$ cat src/rtl/mavg_pkg.sv
// ----------------------------------------------------------------------------
// mavg_pkg: shared constants for the moving-average H-bridge PWM block
// Full-scale duty, register reset values, register indexes and width helpers.
// ----------------------------------------------------------------------------
package mavg_pkg;

    localparam int unsigned SAMPLE_W       = 12;
    localparam int unsigned DUTY_W         = 12;
    localparam int unsigned CFG_IDX_W      = 2;
    localparam int unsigned CFG_DATA_W     = 12;
    localparam int unsigned WINDOW_DEFAULT = 100;

    localparam logic [DUTY_W-1:0] FULL_DUTY       = 12'd3600;
    localparam logic [DUTY_W-1:0] UPPER_BAND_RST  = 12'd3500;
    localparam logic [DUTY_W-1:0] LOWER_BAND_RST  = 12'd100;

    // configuration register indexes
    localparam logic [CFG_IDX_W-1:0] REG_UPPER_BAND = 2'd0;
    localparam logic [CFG_IDX_W-1:0] REG_LOWER_BAND = 2'd1;

    // bits for a sum of window samples of full scale
    function automatic int unsigned sum_width(input int unsigned window);
        return $clog2(4095 * window + 1);
    endfunction

    // bits for a ring index
    function automatic int unsigned ptr_width(input int unsigned window);
        return (window > 1) ? $clog2(window) : 1;
    endfunction

endpackage

$ cat src/rtl/mavg_ring.sv
// ----------------------------------------------------------------------------
// mavg_ring: sample ring and running sum
// Input stage reads the oldest ring entry; the sum stage swaps it for the new
// sample and keeps the running sum of the window.
// ----------------------------------------------------------------------------
module mavg_ring
    import mavg_pkg::*;
#(
    parameter int unsigned WINDOW = WINDOW_DEFAULT,
    parameter int unsigned SUM_W  = sum_width(WINDOW)
)
(
    input  logic                clk,
    input  logic                rst_n,
    input  logic                in_valid,
    output logic                in_stall,
    input  logic [SAMPLE_W-1:0] setpoint_sample,
    input  logic                gen_mode,
    output logic                sum_valid,
    input  logic                sum_stall,
    output logic [SUM_W-1:0]    sum,
    output logic                sum_pin
);

    localparam int unsigned PTR_W = ptr_width(WINDOW);
    localparam logic [PTR_W-1:0] PTR_LAST  = PTR_W'(WINDOW - 1);
    localparam logic [PTR_W-1:0] PTR_FIRST = (WINDOW > 1) ? PTR_W'(1) : PTR_W'(0);

    logic [SAMPLE_W-1:0] ring_mem [WINDOW];
    logic [WINDOW-1:0]   written_reg;

    logic [PTR_W-1:0]    rd_ptr_reg;
    logic [PTR_W-1:0]    rd_ptr_next;

    logic                s1_valid_reg;
    logic [SAMPLE_W-1:0] s1_sample_reg;
    logic                s1_pin_reg;
    logic [PTR_W-1:0]    s1_addr_reg;
    logic [SAMPLE_W-1:0] s1_rd_data_reg;
    logic                s1_written_reg;
    logic                s1_bypass_reg;
    logic [SAMPLE_W-1:0] s1_bypass_data_reg;
    logic [SAMPLE_W-1:0] s1_old;

    logic                s2_valid_reg;
    logic [SUM_W-1:0]    sum_reg;
    logic [SUM_W-1:0]    sum_next;
    logic                s2_pin_reg;

    logic                s1_stall;
    logic                s2_stall;
    logic                accept;
    logic                s1_advance;

    assign s2_stall   = s2_valid_reg & sum_stall;
    assign s1_stall   = s1_valid_reg & s2_stall;
    assign in_stall   = s1_stall;
    assign accept     = in_valid & ~s1_stall;
    assign s1_advance = s1_valid_reg & ~s2_stall;

    assign rd_ptr_next = (rd_ptr_reg == PTR_LAST) ? '0 : rd_ptr_reg + PTR_W'(1);

    // never-written entries read as zero; a write to the entry being read wins
    always_comb
    begin
        if (s1_bypass_reg)
        begin
            s1_old = s1_bypass_data_reg;
        end
        else if (s1_written_reg)
        begin
            s1_old = s1_rd_data_reg;
        end
        else
        begin
            s1_old = '0;
        end
    end

    assign sum_next = sum_reg + SUM_W'(s1_sample_reg) - SUM_W'(s1_old);

    always_ff @(posedge clk or negedge rst_n)
    begin
        if (!rst_n)
        begin
            rd_ptr_reg   <= PTR_FIRST;
            s1_valid_reg <= 1'b0;
            s2_valid_reg <= 1'b0;
            written_reg  <= '0;
            sum_reg      <= '0;
        end
        else
        begin
            if (!s1_stall)
            begin
                s1_valid_reg <= in_valid;
            end
            if (!s2_stall)
            begin
                s2_valid_reg <= s1_valid_reg;
            end
            if (accept)
            begin
                rd_ptr_reg <= rd_ptr_next;
            end
            if (s1_advance)
            begin
                written_reg[s1_addr_reg] <= 1'b1;
                sum_reg                  <= sum_next;
            end
        end
    end

    always_ff @(posedge clk)
    begin
        if (s1_advance)
        begin
            ring_mem[s1_addr_reg] <= s1_sample_reg;
            s2_pin_reg            <= s1_pin_reg;
        end
        if (accept)
        begin
            s1_sample_reg      <= setpoint_sample;
            s1_pin_reg         <= gen_mode;
            s1_addr_reg        <= rd_ptr_reg;
            s1_rd_data_reg     <= ring_mem[rd_ptr_reg];
            s1_written_reg     <= written_reg[rd_ptr_reg];
            s1_bypass_reg      <= s1_advance && (s1_addr_reg == rd_ptr_reg);
            s1_bypass_data_reg <= s1_sample_reg;
        end
    end

    assign sum_valid = s2_valid_reg;
    assign sum       = sum_reg;
    assign sum_pin   = s2_pin_reg;

endmodule

$ cat src/rtl/mavg_scale.sv
// ----------------------------------------------------------------------------
// mavg_scale: window sum to duty
// Exact floor(sum*3600/(4096*WINDOW)) by one reciprocal multiply and shift.
// ----------------------------------------------------------------------------
module mavg_scale
    import mavg_pkg::*;
#(
    parameter int unsigned WINDOW = WINDOW_DEFAULT,
    parameter int unsigned SUM_W  = sum_width(WINDOW)
)
(
    input  logic              clk,
    input  logic              rst_n,
    input  logic              sum_valid,
    output logic              sum_stall,
    input  logic [SUM_W-1:0]  sum,
    input  logic              sum_pin,
    output logic              duty_valid,
    input  logic              duty_stall,
    output logic [DUTY_W-1:0] duty,
    output logic              duty_pin
);

    // 3600/4096 reduces to 225/256; the shift makes the rounded-up
    // reciprocal exact for every sum below 2^SUM_W
    localparam logic [63:0] DEN   = 64'(256 * WINDOW);
    localparam int unsigned SHIFT = SUM_W + $clog2(DEN);
    localparam logic [63:0] MULT  = ((64'd225 << SHIFT) + DEN - 64'd1) / DEN;
    localparam int unsigned KW    = $clog2(MULT + 64'd1);
    localparam int unsigned PW    = SUM_W + KW;

    logic [PW-1:0]     product;
    logic [PW-1:0]     shifted;
    logic              valid_reg;
    logic [DUTY_W-1:0] duty_reg;
    logic              pin_reg;
    logic              stall;

    assign product = PW'(sum) * PW'(MULT[KW-1:0]);
    assign shifted = product >> SHIFT;

    assign stall     = valid_reg & duty_stall;
    assign sum_stall = stall;

    always_ff @(posedge clk or negedge rst_n)
    begin
        if (!rst_n)
        begin
            valid_reg <= 1'b0;
        end
        else if (!stall)
        begin
            valid_reg <= sum_valid;
        end
    end

    always_ff @(posedge clk)
    begin
        if (!stall)
        begin
            duty_reg <= shifted[DUTY_W-1:0];
            pin_reg  <= sum_pin;
        end
    end

    assign duty_valid = valid_reg;
    assign duty       = duty_reg;
    assign duty_pin   = pin_reg;

endmodule

$ cat src/rtl/mavg_drive.sv
// ----------------------------------------------------------------------------
// mavg_drive: dead bands, inversion, direction and compare outputs
// Holds the bridge direction and the last inverted duty; output register.
// ----------------------------------------------------------------------------
module mavg_drive
    import mavg_pkg::*;
(
    input  logic              clk,
    input  logic              rst_n,
    input  logic [DUTY_W-1:0] upper_band,
    input  logic [DUTY_W-1:0] lower_band,
    input  logic              duty_valid,
    output logic              duty_stall,
    input  logic [DUTY_W-1:0] duty,
    input  logic              duty_pin,
    output logic              out_valid,
    input  logic              out_stall,
    output logic [DUTY_W-1:0] compare_a,
    output logic [DUTY_W-1:0] compare_b,
    output logic              forward_out
);

    logic              valid_reg;
    logic              stall;
    logic              advance;
    logic [DUTY_W-1:0] snapped;
    logic [DUTY_W-1:0] banded;
    logic [DUTY_W-1:0] inv_duty;
    logic              forward_next;
    logic              forward_reg;
    logic [DUTY_W-1:0] last_inv_reg;
    logic [DUTY_W-1:0] compare_a_reg;
    logic [DUTY_W-1:0] compare_b_reg;

    // upper band first, lower band on its result
    assign snapped  = (duty > upper_band) ? FULL_DUTY : duty;
    assign banded   = (snapped < lower_band) ? '0 : snapped;
    assign inv_duty = FULL_DUTY - banded;

    // re-sample the direction only while the bridge is stopped
    assign forward_next = (last_inv_reg == FULL_DUTY) ? ~duty_pin : forward_reg;

    assign stall      = valid_reg & out_stall;
    assign duty_stall = stall;
    assign advance    = duty_valid & ~stall;

    always_ff @(posedge clk or negedge rst_n)
    begin
        if (!rst_n)
        begin
            valid_reg    <= 1'b0;
            forward_reg  <= 1'b1;
            last_inv_reg <= FULL_DUTY;
        end
        else
        begin
            if (!stall)
            begin
                valid_reg <= duty_valid;
            end
            if (advance)
            begin
                forward_reg  <= forward_next;
                last_inv_reg <= inv_duty;
            end
        end
    end

    always_ff @(posedge clk)
    begin
        if (advance)
        begin
            compare_a_reg <= forward_next ? inv_duty : FULL_DUTY;
            compare_b_reg <= forward_next ? FULL_DUTY : inv_duty;
        end
    end

    assign out_valid   = valid_reg;
    assign compare_a   = compare_a_reg;
    assign compare_b   = compare_b_reg;
    assign forward_out = forward_reg;

endmodule

$ cat src/rtl/moving_average_hbridge_pwm.sv
// ----------------------------------------------------------------------------
// moving_average_hbridge_pwm: setpoint moving average to H-bridge compare pair
// Averages the last WINDOW setpoint samples and drives two PWM compare values.
// ----------------------------------------------------------------------------
// Usage:
//   Input channel (in_valid / in_stall) carries one setpoint sample and the
//   generator-mode level per transfer. Output channel (out_valid / out_stall)
//   returns compare_a, compare_b and forward_out, one result per sample.
//   Configuration channel (cfg_valid / cfg_ready, cfg_index, cfg_data) writes
//   the upper (index 0) and lower (index 1) dead bands; other indexes are
//   dropped. cfg_ready is always high; write only while the block is idle.
//   Pipeline: a result passes the four register stages in order: ring read,
//   sum update, scaling multiply, and dead band with the output register.
//   Throughput: one sample per cycle without stalls; each stage holds one item.
//   When the receiver stalls, the output register holds its result and the
//   stages behind it keep filling; in_stall rises only once every stage is
//   full. Reset empties the pipeline, clears the ring and sum, sets the
//   direction to forward with the bridge stopped, and loads the default bands.
// ----------------------------------------------------------------------------
module moving_average_hbridge_pwm
    import mavg_pkg::*;
#(
    parameter int unsigned WINDOW = WINDOW_DEFAULT
)
(
    input  logic                  clk,
    input  logic                  rst_n,
    input  logic                  in_valid,
    output logic                  in_stall,
    input  logic [SAMPLE_W-1:0]   setpoint_sample,
    input  logic                  gen_mode,
    output logic                  out_valid,
    input  logic                  out_stall,
    output logic [DUTY_W-1:0]     compare_a,
    output logic [DUTY_W-1:0]     compare_b,
    output logic                  forward_out,
    input  logic                  cfg_valid,
    output logic                  cfg_ready,
    input  logic [CFG_IDX_W-1:0]  cfg_index,
    input  logic [CFG_DATA_W-1:0] cfg_data
);

    localparam int unsigned SUM_W = sum_width(WINDOW);

    logic [DUTY_W-1:0] upper_band_reg;
    logic [DUTY_W-1:0] lower_band_reg;

    logic              sum_valid;
    logic              sum_stall;
    logic [SUM_W-1:0]  sum;
    logic              sum_pin;
    logic              duty_valid;
    logic              duty_stall;
    logic [DUTY_W-1:0] duty;
    logic              duty_pin;

    assign cfg_ready = 1'b1;

    always_ff @(posedge clk or negedge rst_n)
    begin
        if (!rst_n)
        begin
            upper_band_reg <= UPPER_BAND_RST;
            lower_band_reg <= LOWER_BAND_RST;
        end
        else if (cfg_valid && cfg_ready)
        begin
            case (cfg_index)
                REG_UPPER_BAND: upper_band_reg <= DUTY_W'(cfg_data);
                REG_LOWER_BAND: lower_band_reg <= DUTY_W'(cfg_data);
                default:        ;
            endcase
        end
    end

    mavg_ring #(
        .WINDOW (WINDOW),
        .SUM_W  (SUM_W)
    ) u_ring (
        .clk             (clk),
        .rst_n           (rst_n),
        .in_valid        (in_valid),
        .in_stall        (in_stall),
        .setpoint_sample (setpoint_sample),
        .gen_mode        (gen_mode),
        .sum_valid       (sum_valid),
        .sum_stall       (sum_stall),
        .sum             (sum),
        .sum_pin         (sum_pin)
    );

    mavg_scale #(
        .WINDOW (WINDOW),
        .SUM_W  (SUM_W)
    ) u_scale (
        .clk        (clk),
        .rst_n      (rst_n),
        .sum_valid  (sum_valid),
        .sum_stall  (sum_stall),
        .sum        (sum),
        .sum_pin    (sum_pin),
        .duty_valid (duty_valid),
        .duty_stall (duty_stall),
        .duty       (duty),
        .duty_pin   (duty_pin)
    );

    mavg_drive u_drive (
        .clk         (clk),
        .rst_n       (rst_n),
        .upper_band  (upper_band_reg),
        .lower_band  (lower_band_reg),
        .duty_valid  (duty_valid),
        .duty_stall  (duty_stall),
        .duty        (duty),
        .duty_pin    (duty_pin),
        .out_valid   (out_valid),
        .out_stall   (out_stall),
        .compare_a   (compare_a),
        .compare_b   (compare_b),
        .forward_out (forward_out)
    );

endmodule

$ cat config.mk
export PLATFORM = sky130hd
export DESIGN_NAME = moving_average_hbridge_pwm
export DESIGN_NICKNAME = d
export VERILOG_FILES = /design/src/rtl/mavg_pkg.sv /design/src/rtl/mavg_ring.sv /design/src/rtl/mavg_scale.sv /design/src/rtl/mavg_drive.sv /design/src/rtl/moving_average_hbridge_pwm.sv
export SDC_FILE = /design/constraint.sdc
export NUM_CORES = 2
export LEC_CHECK = 0
export CORE_MARGIN = 10
export CORE_UTILIZATION = 60
export DETAILED_ROUTE_END_ITERATION = 10
export DONT_BUFFER_PORTS = 1
export GPL_TIMING_DRIVEN = 0
export PLACE_DENSITY = 0.84
export RECOVER_POWER = 25
export SLEW_MARGIN = 20
export SYNTH_ARGS = -nofsm -noshare
export SYNTH_HDL_FRONTEND = slang
export SYNTH_SLANG_ARGS = --single-unit
$ cat constraint.sdc
create_clock -name clk -period 11.8 [get_ports clk]
set_input_delay 2.36 -clock clk [delete_from_list [all_inputs] [get_ports clk]]
set_output_delay 2.36 -clock clk [all_outputs]
set_load 0.1 [all_outputs]
==> flow_summary.ini <==
[routing]
drtIter0Drc = 4621
ant_nets = 0
dr.pass1.iters = 9
drc_errors = 0
wl_per_cell_microns = 33.7
via_per_inst = 6.95
via_count = 31100
wl_microns = 151000

[clock_network]
h-tree-depth = 4
ctsResizeCount = 0
cts_buffers = 142
path_clk_slew_ns = 0.06
cts_buffer_depth = 3
cts_tree = done
cts.sinks = 1451
insertion_delay_ns = 0.76
postCtsSetupBuffers = 0
root_buffer = clkbuf_16
cts_hold_buf = 0

[place]
gp_routability_congestion = 0.933
dpl-instance-area_sq_mm = 0.0610
hpwl_microns = 93400
portBuffers = 0
place_inst = 4218

[layout]
final_nets = 3204
final_design_area_no_fill_sq_mm = 0.0652
fin_cells = 4483
fillers = 5555
multiInputGateArea_sq_mm = 0.0149
seq_area_sq_mm = 0.0428
final_common_cell = edfxtp_1
drive_gt1_frac = 0.291
final_cell_mix = 1,284 x edfxtp_1, 416 x mux4_2, 151 x dfrtp_1
largest_register_ffs = 1200
syn_to_final_growth_pct = 11.7

[yosys]
ys_top_cells_by_area = edfxtp_1 66%, mux4_2 16%, dfrtp_1 6.5%, ha_1 1.6%, or2_2 1.1%
synth_top_area_cell = edfxtp_1
yosysTopAreaCellShare = 0.661
async_flop_share = 0.115
yosys_most_used_dff = edfxtp_1
synth_area_per_cell_sq_um = 20.2
syn_area_sq_mm = 0.0583
synth_edf_count = 1284
netlist_instances = 2887
synth.net_count = 3005
seq_area_frac_synth = 0.733
synth_cell_types = 60
synth-seq-cells = 1451
yosys_warnings = 0

[timing]
finalHoldViolCount = 0
slew-limit-headroom = 0.108
clock.fmax_mhz = 170
rsz0062_at_grt = false
fin_crit_sh = 0.498
post-route-min-period_ns = 5.87
report.final.setup_viol = 0
slew_violations = 0
skew_ns = 0.0323
worst_slew_pin_slew_ns = 1.34
tns_ns = 0

[power]
fin_total_pwr_mw = 16.8
switchingPower_mw = 5.76
pwr_density_cell_mw_per_mm2 = 258
pwr-share-clk = 0.266
power.share.switching = 0.343
ir_drop_mv = 0.215
power_leakage_nw = 21.9
p_seq_frac = 0.388
p_int_mw = 11.1
comb_power_share = 0.346

[floorplan]
die_h_microns = 332
rows = 114
start_util = 0.604
core_area_sq_mm = 0.0966
ios = 60
dieArea_sq_mm = 0.110
die_w_microns = 332

[hold_path]
hold_path_class = reg -> reg
hold_path_end = u_ring.sum_pin
min_path_cells = 0
hold_start = u_ring.s1_pin_reg

[worst_setup_path]
cp-end-kind = flop
reg2reg_depth = 21
cp_max_fo = 10
r2r_start = u_scale.duty[9]
r2r_slack_ns = 5.93
arrival_ns = 6.46
crit_type = reg -> reg
worstPathRequired_ns = 12.38
reg2reg_to = u_drive.compare_b[10]
cp-start-kind = flop

[global_route]
gr-usage-all-layers = 0.274
grt_pass1_wl_microns = 222000
grt-ovfl-total = 0
antenna_found_initial = 5
grt_start_max_net_pins = 168
grt_pass1_vias = 32100

[status]
status = finished, final reports clean

[job]
drv_cap = 0
-- worst max-delay path, stage by stage (launching register included) --
cell and delay, ns:
edfxtp_1 0.52, ha_1 0.37, a21oi_1 0.19, o21ai_0 0.14, a2111o_1 0.42, o21ai_0 0.41, clkbuf_1 0.39, and2_1 0.20
ha_1 0.25, o21ai_0 0.10, o21bai_1 0.08, a211oi_1 0.22, o21ai_0 0.20, o21ai_0 0.54, inv_1 0.13, nand2_1 0.12
ha_1 0.19, clkbuf_1 0.35, o21ai_0 0.22, a211oi_1 0.32, o21ai_0 0.14, o21ai_0 0.19
-- metrics by stage --
step	utilization	setup WS, ns	hold slack (ns)
2_1_floorplan	-	6.21	0.400
3_3_place_gp	0.620	5.94	0.411
3_5_place_dp	0.632	6.12	0.412
4_1_cts	0.678	6.01	0.428
5_1_grt	0.675	5.36	0.433
6_report	0.675	5.93	0.426
-- power by group through the flow --
stage / Clock [mW] / Combinational (mW) / Sequential [mW]
floorplan: 0 / 3.78 / 6.54
global placement: 0 / 5.15 / 6.67
detailed placement: 0 / 5.51 / 6.61
CTS: 4.49 / 5.67 / 6.52
global route: 4.68 / 6.05 / 6.55
finish: 4.47 / 5.81 / 6.53
-- synth_stat cells (27+ instances only) --
master,n
a21oi_1,32
clkbuf_1,70
dfrtp_1,151
edfxtp_1,1284
ha_1,74
inv_1,91
mux2_2,27
mux4_2,416
nand2_1,107
nor2_1,140
o21ai_0,64
or2_2,102
-- logic make-up after synthesis --
kind of cell | count (synthesis) | synth area share
AOI/OAI and AO/OA | 185 | 0.0199
xor gates and xnor gates | 37 | 0.00556
adders and majority gates | 86 | 0.0200
buffers and inverters | 224 | 0.0162
DFF | 1451 | 0.733
muxes | 455 | 0.168
other | 1 | 0.0000643
and+or+nand+nor | 448 | 0.0372
-- worst max-delay path by stage --
stage / startpoint / endpoint / slack (ns) / cells after the start
after CTS: u_scale.duty[9] / u_drive.compare_b[10] / 6.01 / 21
after global placement: u_ring.s1_sample_reg[7] / u_ring.sum[18] / 5.94 / 12
after detailed placement: u_scale.duty[9] / u_drive.compare_b[10] / 6.12 / 21
after global routing: u_scale.duty[9] / u_drive.compare_b[10] / 5.36 / 21
after floorplan: out_stall / in_stall / 6.21 / 3
final: u_scale.duty[9] / u_drive.compare_b[10] / 5.93 / 21
-- metal layers --
metal,vias to the layer above,part of all wire,global-route usage
met5,-,0.00048,0
met4,8,0.064,0.144
met3,658,0.11,0.0789
met2,2489,0.49,0.446
met1,15900,0.33,0.333
li1,12000,-,-
-- final cells by class --
cell class              instances  share of cell area
flip-flops and latches       1451               0.656
repair buffers                 55             0.00718
inverters                      92             0.00530
multi-input cells            1212               0.228
well taps                    1276              0.0245
clock inverters                70             0.00997
plain buffers                 132             0.00949
clock buffers                 194              0.0593
diodes                          1           0.0000384
Note: power is estimated with default switching activity, not from simulation.
